[src/rtl/lcar_pkg.sv]
// Package: shared types, codes and constants of the load cell reader.
`timescale 1ns / 1ps
package lcar_pkg;

   localparam int RAW_BITS      = 24;
   localparam int WEIGHT_BITS   = 28;
   localparam int GAP_BITS      = 16;
   localparam int DIVIDEND_BITS = 28;
   localparam int DIV_STEPS     = DIVIDEND_BITS;
   localparam int COUNT_BITS    = 5;

   localparam logic [RAW_BITS-1:0]    RAW_FLIP      = 24'h800000;
   localparam logic [WEIGHT_BITS-1:0] WEIGHT_OFFSET = 28'd5;
   localparam logic [GAP_BITS-1:0]    GAP_RESET     = 16'd16;

   localparam logic [1:0] CMD_NONE  = 2'd0;
   localparam logic [1:0] CMD_TARE  = 2'd1;
   localparam logic [1:0] CMD_WEIGH = 2'd2;

   localparam logic REG_GAP = 1'b0;

   // Commands from the controller to the datapath.
   typedef struct packed {
      logic start;      // begin a reading, clear shift register and count
      logic kind;       // 0 tare, 1 weigh (with start)
      logic shift;      // shift the sample register left
      logic sample;     // OR the data line into bit 0, advance count
      logic flip;       // flip the sign bit
      logic finish;     // store raw, tare or weight
      logic flag_load;  // load the response flag registers
      logic clk_pin;
      logic busy;
      logic done;
   } lcar_cmd_type;

   // Status from the datapath to the controller.
   typedef struct packed {
      logic count_last;  // the coming sample is the last data bit
      logic div_needed;  // finishing now starts a division
      logic div_done;    // weight written this cycle
   } lcar_sts_type;

endpackage

[src/rtl/lcar_divider.sv]
// Restoring divider, one quotient bit per cycle.
`timescale 1ns / 1ps
module lcar_divider (
   input  logic clock,
   input  logic reset,
   input  logic start,
   input  logic [lcar_pkg::DIVIDEND_BITS-1:0] dividend,
   input  logic [lcar_pkg::GAP_BITS-1:0]      divisor,
   output logic done,
   output logic [lcar_pkg::DIVIDEND_BITS-1:0] quotient
);
   import lcar_pkg::*;

   logic                     busy_ff, busy_in;
   logic                     done_ff, done_in;
   logic [COUNT_BITS-1:0]    cnt_ff, cnt_in;
   logic [GAP_BITS-1:0]      dvs_ff, dvs_in;
   logic [GAP_BITS-1:0]      rem_ff, rem_in;
   logic [DIVIDEND_BITS-1:0] quo_ff, quo_in;
   logic [GAP_BITS:0]        trial;
   logic [GAP_BITS:0]        diff;
   logic                     ge;

   assign trial = {rem_ff, quo_ff[DIVIDEND_BITS-1]};
   assign diff  = trial - {1'b0, dvs_ff};
   assign ge    = trial >= {1'b0, dvs_ff};

   always_comb begin
      busy_in = busy_ff;
      done_in = 1'b0;
      cnt_in  = cnt_ff;
      dvs_in  = dvs_ff;
      rem_in  = rem_ff;
      quo_in  = quo_ff;
      if (start) begin
         busy_in = 1'b1;
         cnt_in  = '0;
         // a zero divisor counts as one
         dvs_in  = (divisor == '0) ? GAP_BITS'(1) : divisor;
         rem_in  = '0;
         quo_in  = dividend;
      end else if (busy_ff) begin
         rem_in = ge ? diff[GAP_BITS-1:0] : trial[GAP_BITS-1:0];
         quo_in = {quo_ff[DIVIDEND_BITS-2:0], ge};
         cnt_in = cnt_ff + 1'b1;
         if (cnt_ff == COUNT_BITS'(DIV_STEPS - 1)) begin
            busy_in = 1'b0;
            done_in = 1'b1;
         end
      end
   end

   always_ff @(posedge clock) begin
      if (reset) begin
         busy_ff <= 1'b0;
         done_ff <= 1'b0;
         cnt_ff  <= '0;
      end else begin
         busy_ff <= busy_in;
         done_ff <= done_in;
         cnt_ff  <= cnt_in;
      end
      dvs_ff <= dvs_in;
      rem_ff <= rem_in;
      quo_ff <= quo_in;
   end

   assign done     = done_ff;
   assign quotient = quo_ff;

endmodule

[src/rtl/lcar_datapath.sv]
// Datapath: sample shift register, tare, raw and weight registers, response flags.
`timescale 1ns / 1ps
module lcar_datapath (
   input  logic clock,
   input  logic reset,
   input  lcar_pkg::lcar_cmd_type cmd,
   input  logic data_pin,
   input  logic [lcar_pkg::GAP_BITS-1:0] gap_q4,
   output lcar_pkg::lcar_sts_type sts,
   output logic clock_pin,
   output logic busy_res,
   output logic done_res,
   output logic done_kind,
   output logic [lcar_pkg::RAW_BITS-1:0]    raw_reading,
   output logic [lcar_pkg::WEIGHT_BITS-1:0] weight
);
   import lcar_pkg::*;

   logic [RAW_BITS-1:0]      shift_ff, shift_in;
   logic [COUNT_BITS-1:0]    count_ff, count_in;
   logic                     kind_ff, kind_in;
   logic [RAW_BITS-1:0]      tare_ff, tare_in;
   logic [RAW_BITS-1:0]      raw_ff, raw_in;
   logic [WEIGHT_BITS-1:0]   weight_ff, weight_in;
   logic                     clk_pin_ff, busy_ff, done_ff, done_kind_ff;
   logic                     above_tare;
   logic                     div_start;
   logic                     div_done;
   logic [DIVIDEND_BITS-1:0] dividend;
   logic [DIVIDEND_BITS-1:0] quotient;
   logic [RAW_BITS-1:0]      delta;

   assign above_tare = shift_ff > tare_ff;
   assign delta      = shift_ff - tare_ff;
   assign dividend   = {delta, 4'b0000};
   assign div_start  = cmd.finish && kind_ff && above_tare;

   lcar_divider u_div (
      .clock    (clock),
      .reset    (reset),
      .start    (div_start),
      .dividend (dividend),
      .divisor  (gap_q4),
      .done     (div_done),
      .quotient (quotient)
   );

   always_comb begin
      shift_in  = shift_ff;
      count_in  = count_ff;
      kind_in   = kind_ff;
      tare_in   = tare_ff;
      raw_in    = raw_ff;
      weight_in = weight_ff;
      if (cmd.start) begin
         shift_in = '0;
         count_in = '0;
         kind_in  = cmd.kind;
      end
      if (cmd.shift) begin
         shift_in = {shift_ff[RAW_BITS-2:0], 1'b0};
      end
      if (cmd.sample) begin
         shift_in = {shift_ff[RAW_BITS-1:1], shift_ff[0] | data_pin};
         count_in = count_ff + 1'b1;
      end
      if (cmd.flip) begin
         shift_in = shift_ff ^ RAW_FLIP;
      end
      if (cmd.finish) begin
         raw_in = shift_ff;
         if (!kind_ff) begin
            tare_in = shift_ff;
         end else if (!above_tare) begin
            weight_in = '0;
         end
      end
      if (div_done) begin
         weight_in = quotient + WEIGHT_OFFSET;
      end
   end

   always_ff @(posedge clock) begin
      if (reset) begin
         shift_ff  <= '0;
         count_ff  <= '0;
         kind_ff   <= 1'b0;
         tare_ff   <= '0;
         raw_ff    <= '0;
         weight_ff <= '0;
      end else begin
         shift_ff  <= shift_in;
         count_ff  <= count_in;
         kind_ff   <= kind_in;
         tare_ff   <= tare_in;
         raw_ff    <= raw_in;
         weight_ff <= weight_in;
      end
      if (cmd.flag_load) begin
         clk_pin_ff   <= cmd.clk_pin;
         busy_ff      <= cmd.busy;
         done_ff      <= cmd.done;
         done_kind_ff <= cmd.done & kind_ff;
      end
   end

   assign sts.count_last = count_ff >= COUNT_BITS'(RAW_BITS - 1);
   assign sts.div_needed = kind_ff && above_tare;
   assign sts.div_done   = div_done;

   assign clock_pin   = clk_pin_ff;
   assign busy_res    = busy_ff;
   assign done_res    = done_ff;
   assign done_kind   = done_kind_ff;
   assign raw_reading = raw_ff;
   assign weight      = weight_ff;

endmodule

[src/rtl/lcar_ctrl.sv]
// Controller: tick sequencer for the converter and transfer handshake.
`timescale 1ns / 1ps
module lcar_ctrl (
   input  logic clock,
   input  logic reset,
   input  logic req_valid,
   output logic req_ready,
   input  logic [1:0] req_command,
   input  logic req_data_pin,
   output logic rsp_valid,
   input  logic rsp_ready,
   input  lcar_pkg::lcar_sts_type sts,
   output lcar_pkg::lcar_cmd_type cmd
);
   import lcar_pkg::*;

   localparam logic [2:0] PH_IDLE = 3'd0;
   localparam logic [2:0] PH_WAIT = 3'd1;
   localparam logic [2:0] PH_HIGH = 3'd2;
   localparam logic [2:0] PH_LOW  = 3'd3;
   localparam logic [2:0] PH_P25  = 3'd4;
   localparam logic [2:0] PH_FIN  = 3'd5;

   localparam logic ST_RUN = 1'b0;
   localparam logic ST_DIV = 1'b1;

   logic [2:0] phase_ff, phase_in;
   logic       state_ff, state_in;
   logic       rsp_valid_ff, rsp_valid_in;
   logic       accept;

   assign req_ready = (state_ff == ST_RUN) && (!rsp_valid_ff || rsp_ready);
   assign accept    = req_valid && req_ready;

   always_comb begin
      phase_in     = phase_ff;
      state_in     = state_ff;
      rsp_valid_in = rsp_valid_ff;
      cmd          = '0;
      if (rsp_valid_ff && rsp_ready) begin
         rsp_valid_in = 1'b0;
      end
      if (accept) begin
         unique case (phase_ff)
            PH_IDLE: begin
               if (req_command == CMD_TARE || req_command == CMD_WEIGH) begin
                  cmd.start = 1'b1;
                  cmd.kind  = (req_command == CMD_WEIGH);
                  phase_in  = PH_WAIT;
               end
            end
            PH_WAIT: begin
               if (!req_data_pin) begin
                  phase_in = PH_HIGH;
               end
            end
            PH_HIGH: begin
               cmd.clk_pin = 1'b1;
               cmd.shift   = 1'b1;
               phase_in    = PH_LOW;
            end
            PH_LOW: begin
               cmd.sample = 1'b1;
               phase_in   = sts.count_last ? PH_P25 : PH_HIGH;
            end
            PH_P25: begin
               cmd.clk_pin = 1'b1;
               cmd.flip    = 1'b1;
               phase_in    = PH_FIN;
            end
            PH_FIN: begin
               cmd.finish = 1'b1;
               cmd.done   = 1'b1;
               phase_in   = PH_IDLE;
               if (sts.div_needed) begin
                  state_in = ST_DIV;
               end
            end
            default: begin
               phase_in = PH_IDLE;
            end
         endcase
         cmd.busy      = (phase_in != PH_IDLE);
         cmd.flag_load = 1'b1;
         rsp_valid_in  = (state_in == ST_RUN);
      end
      if (state_ff == ST_DIV && sts.div_done) begin
         state_in     = ST_RUN;
         rsp_valid_in = 1'b1;
      end
   end

   always_ff @(posedge clock) begin
      if (reset) begin
         phase_ff     <= PH_IDLE;
         state_ff     <= ST_RUN;
         rsp_valid_ff <= 1'b0;
      end else begin
         phase_ff     <= phase_in;
         state_ff     <= state_in;
         rsp_valid_ff <= rsp_valid_in;
      end
   end

   assign rsp_valid = rsp_valid_ff;

endmodule

[src/rtl/load_cell_adc_reader_with_tare.sv]
// Top level: serial load cell converter reader with tare and weight scaling.
// Response: a tick transfer shows its response in the cycle after acceptance; the
//   final tick of a weigh reading above tare is answered once the
//   28-step restoring divider that scales the weight is done.
// Throughput: one tick per cycle while responses are taken at once and no weight division runs.
// Reset (synchronous, active high): idle, tare, raw and weight zero, gap_q4 16.
`timescale 1ns / 1ps
module load_cell_adc_reader_with_tare (
   input  logic        clock,
   input  logic        reset,
   // input ticks
   input  logic        req_valid,
   output logic        req_ready,
   input  logic [1:0]  req_command,
   input  logic        req_data_pin,
   // per-tick responses
   output logic        rsp_valid,
   input  logic        rsp_ready,
   output logic        rsp_clock_pin,
   output logic        rsp_busy_res,
   output logic        rsp_done_res,
   output logic        rsp_done_kind,
   output logic [lcar_pkg::RAW_BITS-1:0]    rsp_raw_reading,
   output logic [lcar_pkg::WEIGHT_BITS-1:0] rsp_weight,
   // register port
   input  logic        psel,
   input  logic        penable,
   input  logic        pwrite,
   input  logic [2:0]  paddr,
   input  logic [31:0] pwdata,
   output logic [31:0] prdata,
   output logic        pready
);
   import lcar_pkg::*;

   logic [GAP_BITS-1:0] gap_ff, gap_in;
   logic                reg_write;
   lcar_cmd_type        cmd;
   lcar_sts_type        sts;

   // Register file: one word, gap_q4, at byte address 0. The word index is
   // paddr[2]; the byte offset bits are ignored.
   assign pready    = 1'b1;
   assign reg_write = psel && penable && pwrite && pready && (paddr[2] == REG_GAP);

   always_comb begin
      gap_in = gap_ff;
      if (reg_write) begin
         gap_in = pwdata[GAP_BITS-1:0];
      end
   end

   always_ff @(posedge clock) begin
      if (reset) begin
         gap_ff <= GAP_RESET;
      end else begin
         gap_ff <= gap_in;
      end
   end

   assign prdata = (paddr[2] == REG_GAP) ? {{(32-GAP_BITS){1'b0}}, gap_ff} : '0;

   // Controller: walks the tick phases of a reading and owns the transfer
   // handshake. A tick is taken only while the response register is free or
   // drains in the same cycle; the weight division holds off new ticks.
   lcar_ctrl u_ctrl (
      .clock        (clock),
      .reset        (reset),
      .req_valid    (req_valid),
      .req_ready    (req_ready),
      .req_command  (req_command),
      .req_data_pin (req_data_pin),
      .rsp_valid    (rsp_valid),
      .rsp_ready    (rsp_ready),
      .sts          (sts),
      .cmd          (cmd)
   );

   // Datapath: shifts in the 24 data bits MSB first, flips the sign bit,
   // stores the tare or scales (raw - tare) * 16 / gap_q4 + 5, or zero at or below tare.
   lcar_datapath u_dp (
      .clock       (clock),
      .reset       (reset),
      .cmd         (cmd),
      .data_pin    (req_data_pin),
      .gap_q4      (gap_ff),
      .sts         (sts),
      .clock_pin   (rsp_clock_pin),
      .busy_res    (rsp_busy_res),
      .done_res    (rsp_done_res),
      .done_kind   (rsp_done_kind),
      .raw_reading (rsp_raw_reading),
      .weight      (rsp_weight)
   );

endmodule

[config.mk]
export PLATFORM = sky130hd
export DESIGN_NAME = load_cell_adc_reader_with_tare
export DESIGN_NICKNAME = d
export VERILOG_FILES = /design/src/rtl/lcar_pkg.sv /design/src/rtl/lcar_divider.sv /design/src/rtl/lcar_datapath.sv /design/src/rtl/lcar_ctrl.sv /design/src/rtl/load_cell_adc_reader_with_tare.sv
export SDC_FILE = /design/constraint.sdc
export NUM_CORES = 1
export LEC_CHECK = 0
export BUFFER_PORTS_ARGS = -buffer_cell sky130_fd_sc_hd__buf_2
export CAP_MARGIN = 20
export CELL_PAD_IN_SITES_DETAIL_PLACEMENT = 1
export CELL_PAD_IN_SITES_GLOBAL_PLACEMENT = 1
export CORE_MARGIN = 4
export CORE_UTILIZATION = 35
export CTS_CLUSTER_SIZE = 24
export DETAILED_ROUTE_END_ITERATION = 8
export PLACE_DENSITY = 0.71
export RECOVER_POWER = 50
export REMOVE_ABC_BUFFERS = 1
export SETUP_SLACK_MARGIN = 0.02
export SLEW_MARGIN = 10
export SYNTH_ARGS = -nofsm -noshare
export SYNTH_HDL_FRONTEND = slang
export SYNTH_SLANG_ARGS = --single-unit
[constraint.sdc]
create_clock -name clock -period 8.6 [get_ports clock]
set_clock_uncertainty 0.05 [all_clocks]
set_input_delay 0.86 -clock clock [delete_from_list [all_inputs] [get_ports clock]]
set_output_delay 0.86 -clock clock [all_outputs]
set_load 0.02 [all_outputs]
==> flow_metrics.py <==
metrics = {
    "clocking": {
        "path_clk_slew_ps": 70,
        "cts-root-buf": "clkbuf_16",
        "clockBufferDepth": 2,
        "cts-resized-gates": 0,
        "postCtsHoldBufs": 0,
        "cts_tree": "done",
        "cts_sinks": 198,
        "htreeDepth": 4,
        "numCtsBuffers": 17,
        "insertion_delay_ps": 430,
        "cts_setup_buffers": 0,
    },
    "timing": {
        "maxSlewHeadroom": 0.202,
        "setup_viol_count_final": 0,
        "finalSetupTns_ps": 0,
        "post-route-period-util": 0.476,
        "period_minus_slack_ps": 4090,
        "drv_slew": 0,
        "fmax_mhz": 244,
        "final_hold_viol_count": 0,
        "rsz0062_at_grt": "false",
        "worst_slew_pin_slew_ps": 1190,
    },
    "drt": {
        "drtAntennaViolNets": 0,
        "wl_per_cell_um": 15.8,
        "drc": 0,
        "first_iter_violations": 416,
        "vias": 8194,
        "first_pass_iters": 5,
        "routed_wl_um": 25700,
        "routed_via_density": 5.02,
    },
    "synthesis": {
        "syn_area_um2": 10300,
        "synth_edf_count": 44,
        "synth_cells": 1183,
        "synthFlopType": "dfxtp_1",
        "ys_seq_area_frac": 0.428,
        "synth_seq_cells": 198,
        "post_synth.cell_area_avg_um2": 8.70,
        "yosysWarnings": 0,
        "synth-async-reset-ratio": 0,
        "ys_types": 76,
    },
    "finish": {
        "nNetsFinal": 1326,
        "area_delta_synth_final_pct": 11.1,
        "final_core_util": 0.396,
        "final_cell_mix": "nand2_1 (211), dfxtp_1 (153), a21oi_1 (106), clkbuf_1 (77), nor2_1 (75)",
        "final_common_cell": "nand2_1",
        "diodes": 0,
        "layout-drive-gt1-share": 0.0865,
    },
    "setup_path": {
        "crit_slowest_cell": "buf_4",
        "path_class": "reg -> reg",
        "startpoint_type": "register",
        "cpLargestDelayFamily": "compound AO/OA/AOI/OAI gates",
        "worstSetupEndpointType": "register",
        "r2r_slack_ps": 4510,
        "rr_worst_depth": 11,
        "r2r_end": "u_dp.u_div.quotient[17]",
        "worst-path-buf-inv": 2,
        "path_cells": "inv_1, ha_1, fa_1, nand2b_1, a21oi_1, o21ai_0, o211ai_2, a221oi_2, a311oi_4, buf_4, or2_2",
        "critPathMaxFanout": 82,
        "cpPeakStageDelay_ps": 750,
        "timing.rr.start": "u_dp.shift_ff[0]",
        "crit_arrival_ps": 4100,
        "crit_required_ps": 8610,
    },
    "flow_run": {
        "maxCapViolations": 0,
    },
    "floorplanning": {
        "core_area_um2": 28900,
        "fp-row-count": 62,
        "die-width_um": 179,
        "dieArea_um2": 32200,
        "start_util": 0.357,
        "ios": 136,
        "die_h_um": 179,
    },
    "pwr": {
        "p_per_area_nw_per_um2": 175,
        "leakagePower_nw": 4.30,
        "vdd_drop_max_uv": 126,
    },
    "placed_design": {
        "routabilityCongestion": 0.822,
        "hpwl_um": 18800,
        "numPortBuffers": 100,
    },
    "hold_path": {
        "holdPathStages": 2,
        "hp-class": "reg -> reg",
        "worstHoldStart": "u_dp.raw_reading[4]",
        "worstHoldEndpoint": "u_dp.raw_reading[4]",
    },
    "grt": {
        "grt_use_total": 0.157,
        "antenna_found_initial": 0,
        "grt_pass1_vias": 8321,
        "grt_pass1_wl_um": 43200,
        "grt_max_degree": 83,
        "grt_overflow": 0,
    },
    "outcome": {
        "status": "finished, final reports clean",
    },
}
per-stage QoR:
stage               power [mW]  worst slack [ps]  instance area [um^2]  hold slack (ps)  cells
floorplan                 1.17              2800                  9890              380   1108
global placement          1.23              4550                 10900              392   1598
detailed placement        1.24              4460                 11000              398   1599
CTS                       2.02              4450                 11500              409   1631
global route              2.09              4200                 11400              428   1632
finish                    2.00              4510                 11400              408   1632
registers in the layout, summed over array words and instances (netlist names), 3 cells and up:
name and flops:
gap_ff 16, u_ctrl.phase_ff 3, u_dp.count_ff 5, u_dp.raw_reading 24, u_dp.shift_ff 24, u_dp.tare_ff 24, u_dp.u_div.cnt_ff 5, u_dp.u_div.dvs_ff 16
u_dp.u_div.quotient 28, u_dp.u_div.rem_ff 16, u_dp.weight 28
tightest hold or removal path: cells and delay by family (launching register included):
kind            cells  cell delay (ps)
flops               1              310
simple gates        1               50
compound gates      1               50
report_power, final:
part | leakage, nW | switching [mW] | total (mW) | internal (mW)
combinational | 2.36 | 0.137 | 0.230 | 0.0936
clock | 0.276 | 0.392 | 0.778 | 0.386
sequential | 1.66 | 0.0201 | 0.987 | 0.967
Yosys cell counts, drive strengths merged (4+ instances only):
cell,count,area (um^2)
dfxtp,154,3080
a31oi,9,56.3
o21a,7,52.6
inv,53,199
nor4,5,37.5
and2,4,25.0
a21oi,107,539
a22o,45,423
clkbuf,59,223
or2,5,31.3
xnor2,36,315
xor2,24,210
o21ai,41,205
a21o,16,121
and3,13,82.6
nand2,211,792
nand4,10,68.8
mux2i,28,280
nor3,18,90.1
ha,44,551
edfxtp,44,1320
nor2,77,292
nor2b,25,156
nand3,20,100
nand3b,4,30.0
o211ai,7,57.6
buf,31,228
nand2b,15,93.8
or3,6,37.5
a211oi,17,140
worst max-delay path by stage:
stage,from,endpoint,cells after the start
final,u_dp.shift_ff[0],u_dp.u_div.quotient[17],11
after global routing,u_dp.shift_ff[0],u_dp.u_div.quotient[6],11
after CTS,u_dp.shift_ff[0],u_dp.u_div.quotient[18],11
after detailed placement,u_dp.shift_ff[0],u_dp.u_div.quotient[24],11
after global placement,u_dp.shift_ff[0],u_dp.u_div.quotient[25],11
after floorplan,rsp_ready,u_dp.u_div.quotient[10],7
per-layer routing:
| metal | vias to the layer above | GRT usage | part of all wire |
|---|---|---|---|
| met5 | - | 0 | 0 |
| met4 | 0 | 0.0338 | 0.010 |
| met3 | 13 | 0.0232 | 0.024 |
| met2 | 91 | 0.261 | 0.47 |
| met1 | 3917 | 0.219 | 0.50 |
| li1 | 4173 | - | - |
kinds of logic (layout without fill, tap and decap cells):
group | after synthesis | in the layout | share of synthesized area
adder cells (fa/ha/maj) | 46 | 46 | 0.0574
XOR/XNOR | 60 | 60 | 0.0511
AND/OR/NAND/NOR | 423 | 423 | 0.187
flip-flops | 198 | 198 | 0.428
AO/OA/AOI/OAI | 283 | 283 | 0.186
buffers and inverters | 143 | 193 | 0.0631
other | 2 | 17 | 0.000730
multiplexers | 28 | 28 | 0.0272
cell type report:
cell class / instances / area [um^2]
Clock inverter: 14 / 135
Tap cell: 384 / 480
Inverter: 53 / 199
Sequential cell: 198 / 4410
Multi-Input combinational cell: 857 / 5310
Clock buffer: 18 / 429
Fill cell: 3495 / 17400
Timing Repair Buffer: 108 / 470
(Power assumes the default switching activity.)
